==> src/rtl/core/bmhs_pkg.sv <==
// Shared constants and types for the binary min-heap sort core.
package bmhs_pkg;

    localparam int MAX_ITEMS = 64;
    localparam int DATA_W    = 32;
    localparam int IDX_W     = (MAX_ITEMS > 1) ? $clog2(MAX_ITEMS) : 1;
    localparam int CNT_W     = $clog2(MAX_ITEMS + 1);
    localparam int CH_W      = IDX_W + 2;

    typedef struct packed {
        logic signed [DATA_W-1:0] value;
        logic                     last;
        logic                     overflowed;
    } res_t;

endpackage

==> src/rtl/core/bmhs_ram.sv <==
// Generic RAM: one write port, two read ports, registered read data.
module bmhs_ram #(
    parameter int DEPTH = 64,
    parameter int WIDTH = 32
) (
    input  logic                     clk,
    input  logic                     we,
    input  logic [$clog2(DEPTH)-1:0] waddr,
    input  logic [WIDTH-1:0]         wdata,
    input  logic [$clog2(DEPTH)-1:0] raddr_a,
    input  logic [$clog2(DEPTH)-1:0] raddr_b,
    output logic [WIDTH-1:0]         rdata_a,
    output logic [WIDTH-1:0]         rdata_b
);

    logic [WIDTH-1:0] mem [DEPTH];

    always_ff @(posedge clk)
    begin
        if (we)
        begin
            mem[waddr] <= wdata;
        end
        rdata_a <= mem[raddr_a];
        rdata_b <= mem[raddr_b];
    end

endmodule

==> src/rtl/core/bmhs_engine.sv <==
// Heap sequencer: sift-up on insert, root removal and sift-down on drain.
module bmhs_engine (
    input  logic                          clk,
    input  logic                          rst_n,
    input  logic                          in_valid,
    output logic                          in_ready,
    input  logic signed [bmhs_pkg::DATA_W-1:0] in_value,
    input  logic                          in_last,
    output logic                          res_valid,
    input  logic                          res_ready,
    output bmhs_pkg::res_t                res
);
    import bmhs_pkg::*;

    typedef enum logic [2:0] {
        S_IDLE,
        S_UP_START,
        S_UP_CMP,
        S_EX_RD,
        S_EX_LD,
        S_EMIT,
        S_DN_ISSUE,
        S_DN_CMP
    } state_t;

    state_t                    state_reg;
    logic [IDX_W-1:0]          pos_reg;
    logic [CNT_W-1:0]          count_reg;
    logic                      drop_reg;
    logic                      last_reg;
    logic signed [DATA_W-1:0]  val_reg;
    logic signed [DATA_W-1:0]  top_reg;

    logic                      mem_we;
    logic [IDX_W-1:0]          mem_waddr;
    logic [DATA_W-1:0]         mem_wdata;
    logic [IDX_W-1:0]          mem_raddr_a;
    logic [IDX_W-1:0]          mem_raddr_b;
    logic [DATA_W-1:0]         mem_rdata_a;
    logic [DATA_W-1:0]         mem_rdata_b;

    logic [IDX_W-1:0]          parent_idx;
    logic [CH_W-1:0]           left_idx;
    logic [CH_W-1:0]           right_idx;
    logic                      left_in;
    logic                      right_in;
    logic                      pick_right;
    logic [IDX_W-1:0]          pick_idx;
    logic signed [DATA_W-1:0]  pick_val;
    logic                      up_swap;
    logic                      dn_swap;

    bmhs_ram #(
        .DEPTH (MAX_ITEMS),
        .WIDTH (DATA_W)
    ) u_ram (
        .clk     (clk),
        .we      (mem_we),
        .waddr   (mem_waddr),
        .wdata   (mem_wdata),
        .raddr_a (mem_raddr_a),
        .raddr_b (mem_raddr_b),
        .rdata_a (mem_rdata_a),
        .rdata_b (mem_rdata_b)
    );

    always_comb
    begin
        parent_idx = IDX_W'((pos_reg - 1'b1) >> 1);
        left_idx   = CH_W'({pos_reg, 1'b1});
        right_idx  = left_idx + 1'b1;
        left_in    = left_idx < CH_W'(count_reg);
        right_in   = right_idx < CH_W'(count_reg);
        // prefer the left child unless the right one is strictly smaller
        pick_right = right_in && ($signed(mem_rdata_b) < $signed(mem_rdata_a));
        pick_idx   = pick_right ? right_idx[IDX_W-1:0] : left_idx[IDX_W-1:0];
        pick_val   = pick_right ? $signed(mem_rdata_b) : $signed(mem_rdata_a);
        up_swap    = val_reg < $signed(mem_rdata_a);
        dn_swap    = pick_val < val_reg;
    end

    always_comb
    begin
        mem_we      = 1'b0;
        mem_waddr   = pos_reg;
        mem_wdata   = val_reg;
        mem_raddr_a = parent_idx;
        mem_raddr_b = parent_idx;
        unique case (state_reg)
            S_UP_START:
            begin
                mem_we = (pos_reg == '0);
            end
            S_UP_CMP:
            begin
                mem_we    = 1'b1;
                mem_wdata = up_swap ? mem_rdata_a : val_reg;
            end
            S_EX_RD:
            begin
                mem_raddr_a = '0;
                mem_raddr_b = IDX_W'(count_reg - 1'b1);
            end
            S_DN_ISSUE:
            begin
                mem_we      = !left_in;
                mem_raddr_a = left_idx[IDX_W-1:0];
                mem_raddr_b = right_idx[IDX_W-1:0];
            end
            S_DN_CMP:
            begin
                mem_we    = 1'b1;
                mem_wdata = dn_swap ? pick_val : val_reg;
            end
            default:
            begin
                mem_we = 1'b0;
            end
        endcase
    end

    assign in_ready       = (state_reg == S_IDLE);
    assign res_valid      = (state_reg == S_EMIT);
    assign res.value      = top_reg;
    assign res.last       = (count_reg == '0);
    assign res.overflowed = drop_reg;

    always_ff @(posedge clk or negedge rst_n)
    begin
        if (!rst_n)
        begin
            state_reg <= S_IDLE;
            count_reg <= '0;
            drop_reg  <= 1'b0;
            pos_reg   <= '0;
            last_reg  <= 1'b0;
        end
        else
        begin
            unique case (state_reg)
                S_IDLE:
                begin
                    if (in_valid)
                    begin
                        last_reg <= in_last;
                        val_reg  <= in_value;
                        if (count_reg >= CNT_W'(MAX_ITEMS))
                        begin
                            // drop the word, keep the set
                            drop_reg  <= 1'b1;
                            state_reg <= in_last ? S_EX_RD : S_IDLE;
                        end
                        else
                        begin
                            pos_reg   <= IDX_W'(count_reg);
                            count_reg <= count_reg + 1'b1;
                            state_reg <= S_UP_START;
                        end
                    end
                end
                S_UP_START:
                begin
                    if (pos_reg == '0)
                    begin
                        state_reg <= last_reg ? S_EX_RD : S_IDLE;
                    end
                    else
                    begin
                        state_reg <= S_UP_CMP;
                    end
                end
                S_UP_CMP:
                begin
                    if (up_swap)
                    begin
                        pos_reg   <= parent_idx;
                        state_reg <= S_UP_START;
                    end
                    else
                    begin
                        state_reg <= last_reg ? S_EX_RD : S_IDLE;
                    end
                end
                S_EX_RD:
                begin
                    state_reg <= S_EX_LD;
                end
                S_EX_LD:
                begin
                    top_reg   <= $signed(mem_rdata_a);
                    val_reg   <= $signed(mem_rdata_b);
                    count_reg <= count_reg - 1'b1;
                    state_reg <= S_EMIT;
                end
                S_EMIT:
                begin
                    if (res_ready)
                    begin
                        pos_reg <= '0;
                        if (count_reg == '0)
                        begin
                            drop_reg  <= 1'b0;
                            state_reg <= S_IDLE;
                        end
                        else
                        begin
                            state_reg <= S_DN_ISSUE;
                        end
                    end
                end
                S_DN_ISSUE:
                begin
                    state_reg <= left_in ? S_DN_CMP : S_EX_RD;
                end
                S_DN_CMP:
                begin
                    if (dn_swap)
                    begin
                        pos_reg   <= pick_idx;
                        state_reg <= S_DN_ISSUE;
                    end
                    else
                    begin
                        state_reg <= S_EX_RD;
                    end
                end
                default:
                begin
                    state_reg <= S_IDLE;
                end
            endcase
        end
    end

endmodule

==> src/rtl/core/binary_min_heap_sort_core.sv <==
// Top level of the binary min-heap sort core: heap engine and output register.
//
// Usage: feed signed 32-bit words on the s_axis channel; s_axis_tlast marks
// the final word of a set. Words without tlast produce nothing. After the
// tlast word is inserted, the held values leave on m_axis in ascending order,
// m_axis_tlast on the largest one. m_axis_tuser is high on every word of a
// set in which words were dropped because the heap (64 entries) was full;
// a dropped tlast word still starts the drain.
// Each insert climbs the heap one level at a time, a parent read and compare
// per level, and stops at the root or when a parent compare ends the climb;
// this parent read/compare loop runs on the single heap RAM.
// Draining reads the root and the last value; the last value of a set is
// emitted without a sift-down, any other value is followed by a sift-down
// paced by the two-port child read, compare and write-back.
// s_axis_tready is low while an insert or a drain is in progress.
// A stalled m_axis holds its word in the output register; the engine waits
// for the slot to free before it removes the next root.
// Reset empties the heap and clears the overflow flag; no clearing pass.
module binary_min_heap_sort_core (
    input  logic        clk,
    input  logic        rst_n,
    input  logic        s_axis_tvalid,
    output logic        s_axis_tready,
    input  logic [31:0] s_axis_tdata,   // [31:0] value_in
    input  logic        s_axis_tlast,
    output logic        m_axis_tvalid,
    input  logic        m_axis_tready,
    output logic [31:0] m_axis_tdata,   // [31:0] value_out
    output logic        m_axis_tlast,
    output logic        m_axis_tuser    // [0] overflowed
);
    import bmhs_pkg::*;

    logic  res_valid;
    logic  res_ready;
    res_t  res;
    logic  out_valid_reg;
    res_t  out_reg;

    bmhs_engine u_engine (
        .clk       (clk),
        .rst_n     (rst_n),
        .in_valid  (s_axis_tvalid),
        .in_ready  (s_axis_tready),
        .in_value  ($signed(s_axis_tdata)),
        .in_last   (s_axis_tlast),
        .res_valid (res_valid),
        .res_ready (res_ready),
        .res       (res)
    );

    assign res_ready = !out_valid_reg || m_axis_tready;

    always_ff @(posedge clk or negedge rst_n)
    begin
        if (!rst_n)
        begin
            out_valid_reg <= 1'b0;
        end
        else
        begin
            if (res_valid && res_ready)
            begin
                out_valid_reg <= 1'b1;
                out_reg       <= res;
            end
            else if (m_axis_tready)
            begin
                out_valid_reg <= 1'b0;
            end
        end
    end

    assign m_axis_tvalid = out_valid_reg;
    assign m_axis_tdata  = out_reg.value;
    assign m_axis_tlast  = out_reg.last;
    assign m_axis_tuser  = out_reg.overflowed;

endmodule
==> config.mk <==
export PLATFORM = sky130hd
export DESIGN_NAME = binary_min_heap_sort_core
export DESIGN_NICKNAME = d
export VERILOG_FILES = /design/src/rtl/core/bmhs_pkg.sv /design/src/rtl/core/bmhs_ram.sv /design/src/rtl/core/bmhs_engine.sv /design/src/rtl/core/binary_min_heap_sort_core.sv
export SDC_FILE = /design/constraint.sdc
export NUM_CORES = 2
export LEC_CHECK = 0
export BUFFER_PORTS_ARGS = -buffer_cell sky130_fd_sc_hd__buf_4
export CORE_ASPECT_RATIO = 0.75
export CORE_MARGIN = 3
export CORE_UTILIZATION = 40
export CTS_CLUSTER_SIZE = 14
export DETAILED_ROUTE_END_ITERATION = 10
export GPL_TIMING_DRIVEN = 0
export PLACE_DENSITY = 0.58
export SYNTH_ARGS = -nofsm -noshare
export SYNTH_HDL_FRONTEND = slang
export SYNTH_SLANG_ARGS = --single-unit
==> constraint.sdc <==
create_clock -name clk -period 10.25 [get_ports clk]
set_input_delay 0.5125 -clock clk [delete_from_list [all_inputs] [get_ports clk]]
set_output_delay 0.5125 -clock clk [all_outputs]
set_load 0.03 [all_outputs]
==> out/metrics.cfg <==
[drt]
post-route-drc-count=0
routed-via-count=65020
drt-pass1-iter-count=6
wire_per_inst_um=38.83
drt_iter0_drc=10990
postRouteWirelength_um=384600
via_per_inst=6.566
postRouteAntennaNets=0

[clock_network]
clock-sinks=2229
hold_buffers=28
ctsRootBufferMaster=sky130_fd_sc_hd__clkbuf_16
postCtsSetupBuffers=0
htreeDepth=4
cts_tree=yes
cts-buffers-inserted=225
clock_insertion_delay_at_the_later_pin_of_the_skew_report_ns=0.94
path_clk_slew_ns=0.07
clock_path_buffers=4
post_cts.resized_instances=0

[hold_path]
worstHoldPathCells=3
worstHoldPathType=input port to flip-flop

[die]
ios=73
die-height_um=451.7
fp-row-count=162
dieArea_mm2=0.2711
coreArea_mm2=0.2617
chipWidth_um=600.3
initial_utilization_pct=40.49

[yosys]
synth.lib_cells_used.distinct=71
netlist_instances=5671
async_reset_ff_share_pct=0.8524
synth-seq-area-share_pct=62.48
ys_warnings=0
ffs_latches_synth=2229
synth_largest_type_area_fraction_pct=60.82
synthesis.area_mm2=0.1059
syn_avg_cell_area_um2=18.68
post_synth_main_area_contributors=sky130_fd_sc_hd__edfxtp_1, sky130_fd_sc_hd__mux4_2, sky130_fd_sc_hd__mux2i_1
synth.net_count=5820
yosysTopAreaCell=sky130_fd_sc_hd__edfxtp_1
ys_dominant_reg_cell=sky130_fd_sc_hd__edfxtp_1
edff_count_synth=2146

[critical_path]
crit_path_frequent_cell=sky130_fd_sc_hd__buf_6
critical_path.n_buffers_inverters=8
worstSetupStartpointType=flip-flop
crit_family=buffers and inverters
critical-path-max-stage-delay_ns=0.86
critical_path.slowest_cell=sky130_fd_sc_hd__o311ai_2
cp.depth=25
worst-endpoint-arrival_ns=9.61
timing_worst_setup_path_type=flip-flop to flip-flop
setup_crit_end_kind=flip-flop
timing.reg2reg.worst_path_depth=25
critical_path.max_fanout=16
cp.required_ns=10.97

[global_route]
globalRouteMet1Util_pct=39.81
grt_util_all_layers_pct=27.97
gr-total-overflow=0
use_met2_pct=35.00
pin_count_of_the_biggest_net_entering_global_routing=35
use_met3_pct=15.38
global_route.peak_usage_layer=met1
global_route_wire_length_before_repair_um=517800
first_global_vias=61660
number_of_antenna_violations_at_the_first_check_in_global_routing=34

[timing]
timing.final.crit_period_ns=8.887
rsz0062_at_grt=no
actual_transition_at_the_worst_max_transition_pin_ns=1.618
timing_max_transition_violations_final=17
fmaxAchievable_mhz=112.5
maxSlewHeadroom_pct=-8.500
finalSetupTns_ns=0
setup_viol=0
final.period_utilization_pct=86.70
fin_skew_ns=0.09092
report.final.hold_viol_count=0

[layout]
flow.area_growth_from_synthesis_pct=15.88
largest_register_ffs=2048
final_layout_size_suffix_gt1_share_pct=31.77
mostFrequentLayoutCell=sky130_fd_sc_hd__edfxtp_1
final_area_mm2=0.1228
max_flop_register=u_engine.u_ram.mem
layout.cells.non_filler=9903
design.final.nets=6334
final_cell_mix=sky130_fd_sc_hd__edfxtp_1, sky130_fd_sc_hd__mux4_2, sky130_fd_sc_hd__mux2i_1

[run]
drv_cap=7

[place]
placedCellCount=9451
gp_congestion=1.027
detailed_place.area_mm2=0.1153
place_hpwl_um=290200
port_buffers=72

[run_status]
violated_checks=max-capacitance violations, max-slew violations
outcome=complete, but fails checks

[layout make-up]
| cell class | count | area (um2) |
|---|---|---|
| inverter | 88 | 330.3 |
| fill | 21650 | 138900 |
| buffer | 420 | 1936 |
| multi-input combinational | 2934 | 38590 |
| tap | 3526 | 4412 |
| clock inverter | 136 | 1096 |
| sequential | 2229 | 66200 |
| timing repair buffer | 287 | 4258 |
| antenna | 16 | 40.04 |
| clock buffer | 267 | 5914 |
[path summary, 6_finish.rpt]
check | from | endpoint | slack, ns
min in group asynchronous | rst_n | u_engine.count_reg[6]$_DFFE_PN0P_ | 0.05
worst max register to register | u_engine.mem_waddr[0]$_DFFE_PN0P_ | u_engine.u_ram.mem[19][29]$_DFFE_PP_ | 1.36
worst min-delay path | s_axis_tdata[23] | u_engine.val_reg[23]$_DFFE_PP_ | 0.04
worst min register to register | u_engine.top_reg[5]$_DFFE_PP_ | m_axis_tdata[5]$_DFFE_PP_ | 0.42
max in group asynchronous | rst_n | u_engine.mem_waddr[2]$_DFFE_PN0P_ | 9.93
worst max-delay path | u_engine.mem_waddr[0]$_DFFE_PN0P_ | u_engine.u_ram.mem[19][29]$_DFFE_PP_ | 1.36
[worst register-to-register path, stage by stage (launching register included)]
cell and delay [ns]:
sky130_fd_sc_hd__dfrtp_1 0.39, sky130_fd_sc_hd__clkbuf_1 0.59, sky130_fd_sc_hd__inv_1 0.38, sky130_fd_sc_hd__ha_1 0.43, sky130_fd_sc_hd__ha_1 0.29, sky130_fd_sc_hd__o21ai_0 0.09, sky130_fd_sc_hd__a21oi_1 0.09, sky130_fd_sc_hd__o211ai_1 0.28
sky130_fd_sc_hd__nand2_1 0.23, sky130_fd_sc_hd__nor3_2 0.61, sky130_fd_sc_hd__buf_4 0.32, sky130_fd_sc_hd__mux2_2 0.38, sky130_fd_sc_hd__ha_1 0.38, sky130_fd_sc_hd__and4_1 0.30, sky130_fd_sc_hd__nand3_1 0.16, sky130_fd_sc_hd__nor4_1 0.63
sky130_fd_sc_hd__a2111o_1 0.37, sky130_fd_sc_hd__a41oi_1 0.16, sky130_fd_sc_hd__mux2i_1 0.32, sky130_fd_sc_hd__or2_4 0.38, sky130_fd_sc_hd__o311ai_2 0.87, sky130_fd_sc_hd__buf_6 0.26, sky130_fd_sc_hd__buf_4 0.22, sky130_fd_sc_hd__buf_6 0.19
sky130_fd_sc_hd__buf_6 0.19, sky130_fd_sc_hd__buf_6 0.20
[cell usage after synthesis (all sizes together) (18+ instances only)]
| cell type | count |
|---|---|
| a211oi | 232 |
| a21o | 19 |
| a21oi | 96 |
| a31oi | 71 |
| buf | 264 |
| clkbuf | 156 |
| dfrtp | 19 |
| dfxtp | 64 |
| edfxtp | 2146 |
| ha | 112 |
| inv | 86 |
| mux2 | 36 |
| mux2i | 547 |
| mux4 | 1024 |
| nand2 | 269 |
| nand3 | 50 |
| nand4 | 18 |
| nor2 | 95 |
| nor2b | 131 |
| o21ai | 60 |
| o311ai | 31 |
| xnor2 | 19 |
[cell families (layout without fill, tap and decap cells)]
logic type	Yosys count	count (layout)	synth area share, %
muxes	1607	1607	27.32
xor gates and xnor gates	23	23	0.1901
and+or+nand+nor	619	619	2.761
adders and majority gates	112	112	1.323
other	0	16	0
AOI/OAI and AO/OA	573	573	3.797
DFF	2229	2229	62.48
buffers and inverters	508	1198	2.128
[per-stage QoR]
| stage | hold slack, ns | util, % | setup WS [ns] |
|---|---|---|---|
| finish | 0.03964 | 46.92 | 1.363 |
| global route | 0.009352 | 46.91 | 1.048 |
| CTS | 0.001660 | 46.86 | 1.641 |
| detailed placement | 0.4045 | 44.07 | 1.669 |
| global placement | 0.4034 | 42.38 | -7.664 |
| floorplan | 0.2169 | - | 0.1419 |
[per-layer routing]
metal / up-vias / part of all wire, %
met4: 4 / 4.8
met2: 5059 / 38
met1: 34400 / 39
met3: 520 / 18
li1: 25040 / -
met5: - / 0.043
Power is left out: the tool's default activity adds up to more than one toggle a clock period on the data nets, which glitch-free logic cannot reach.
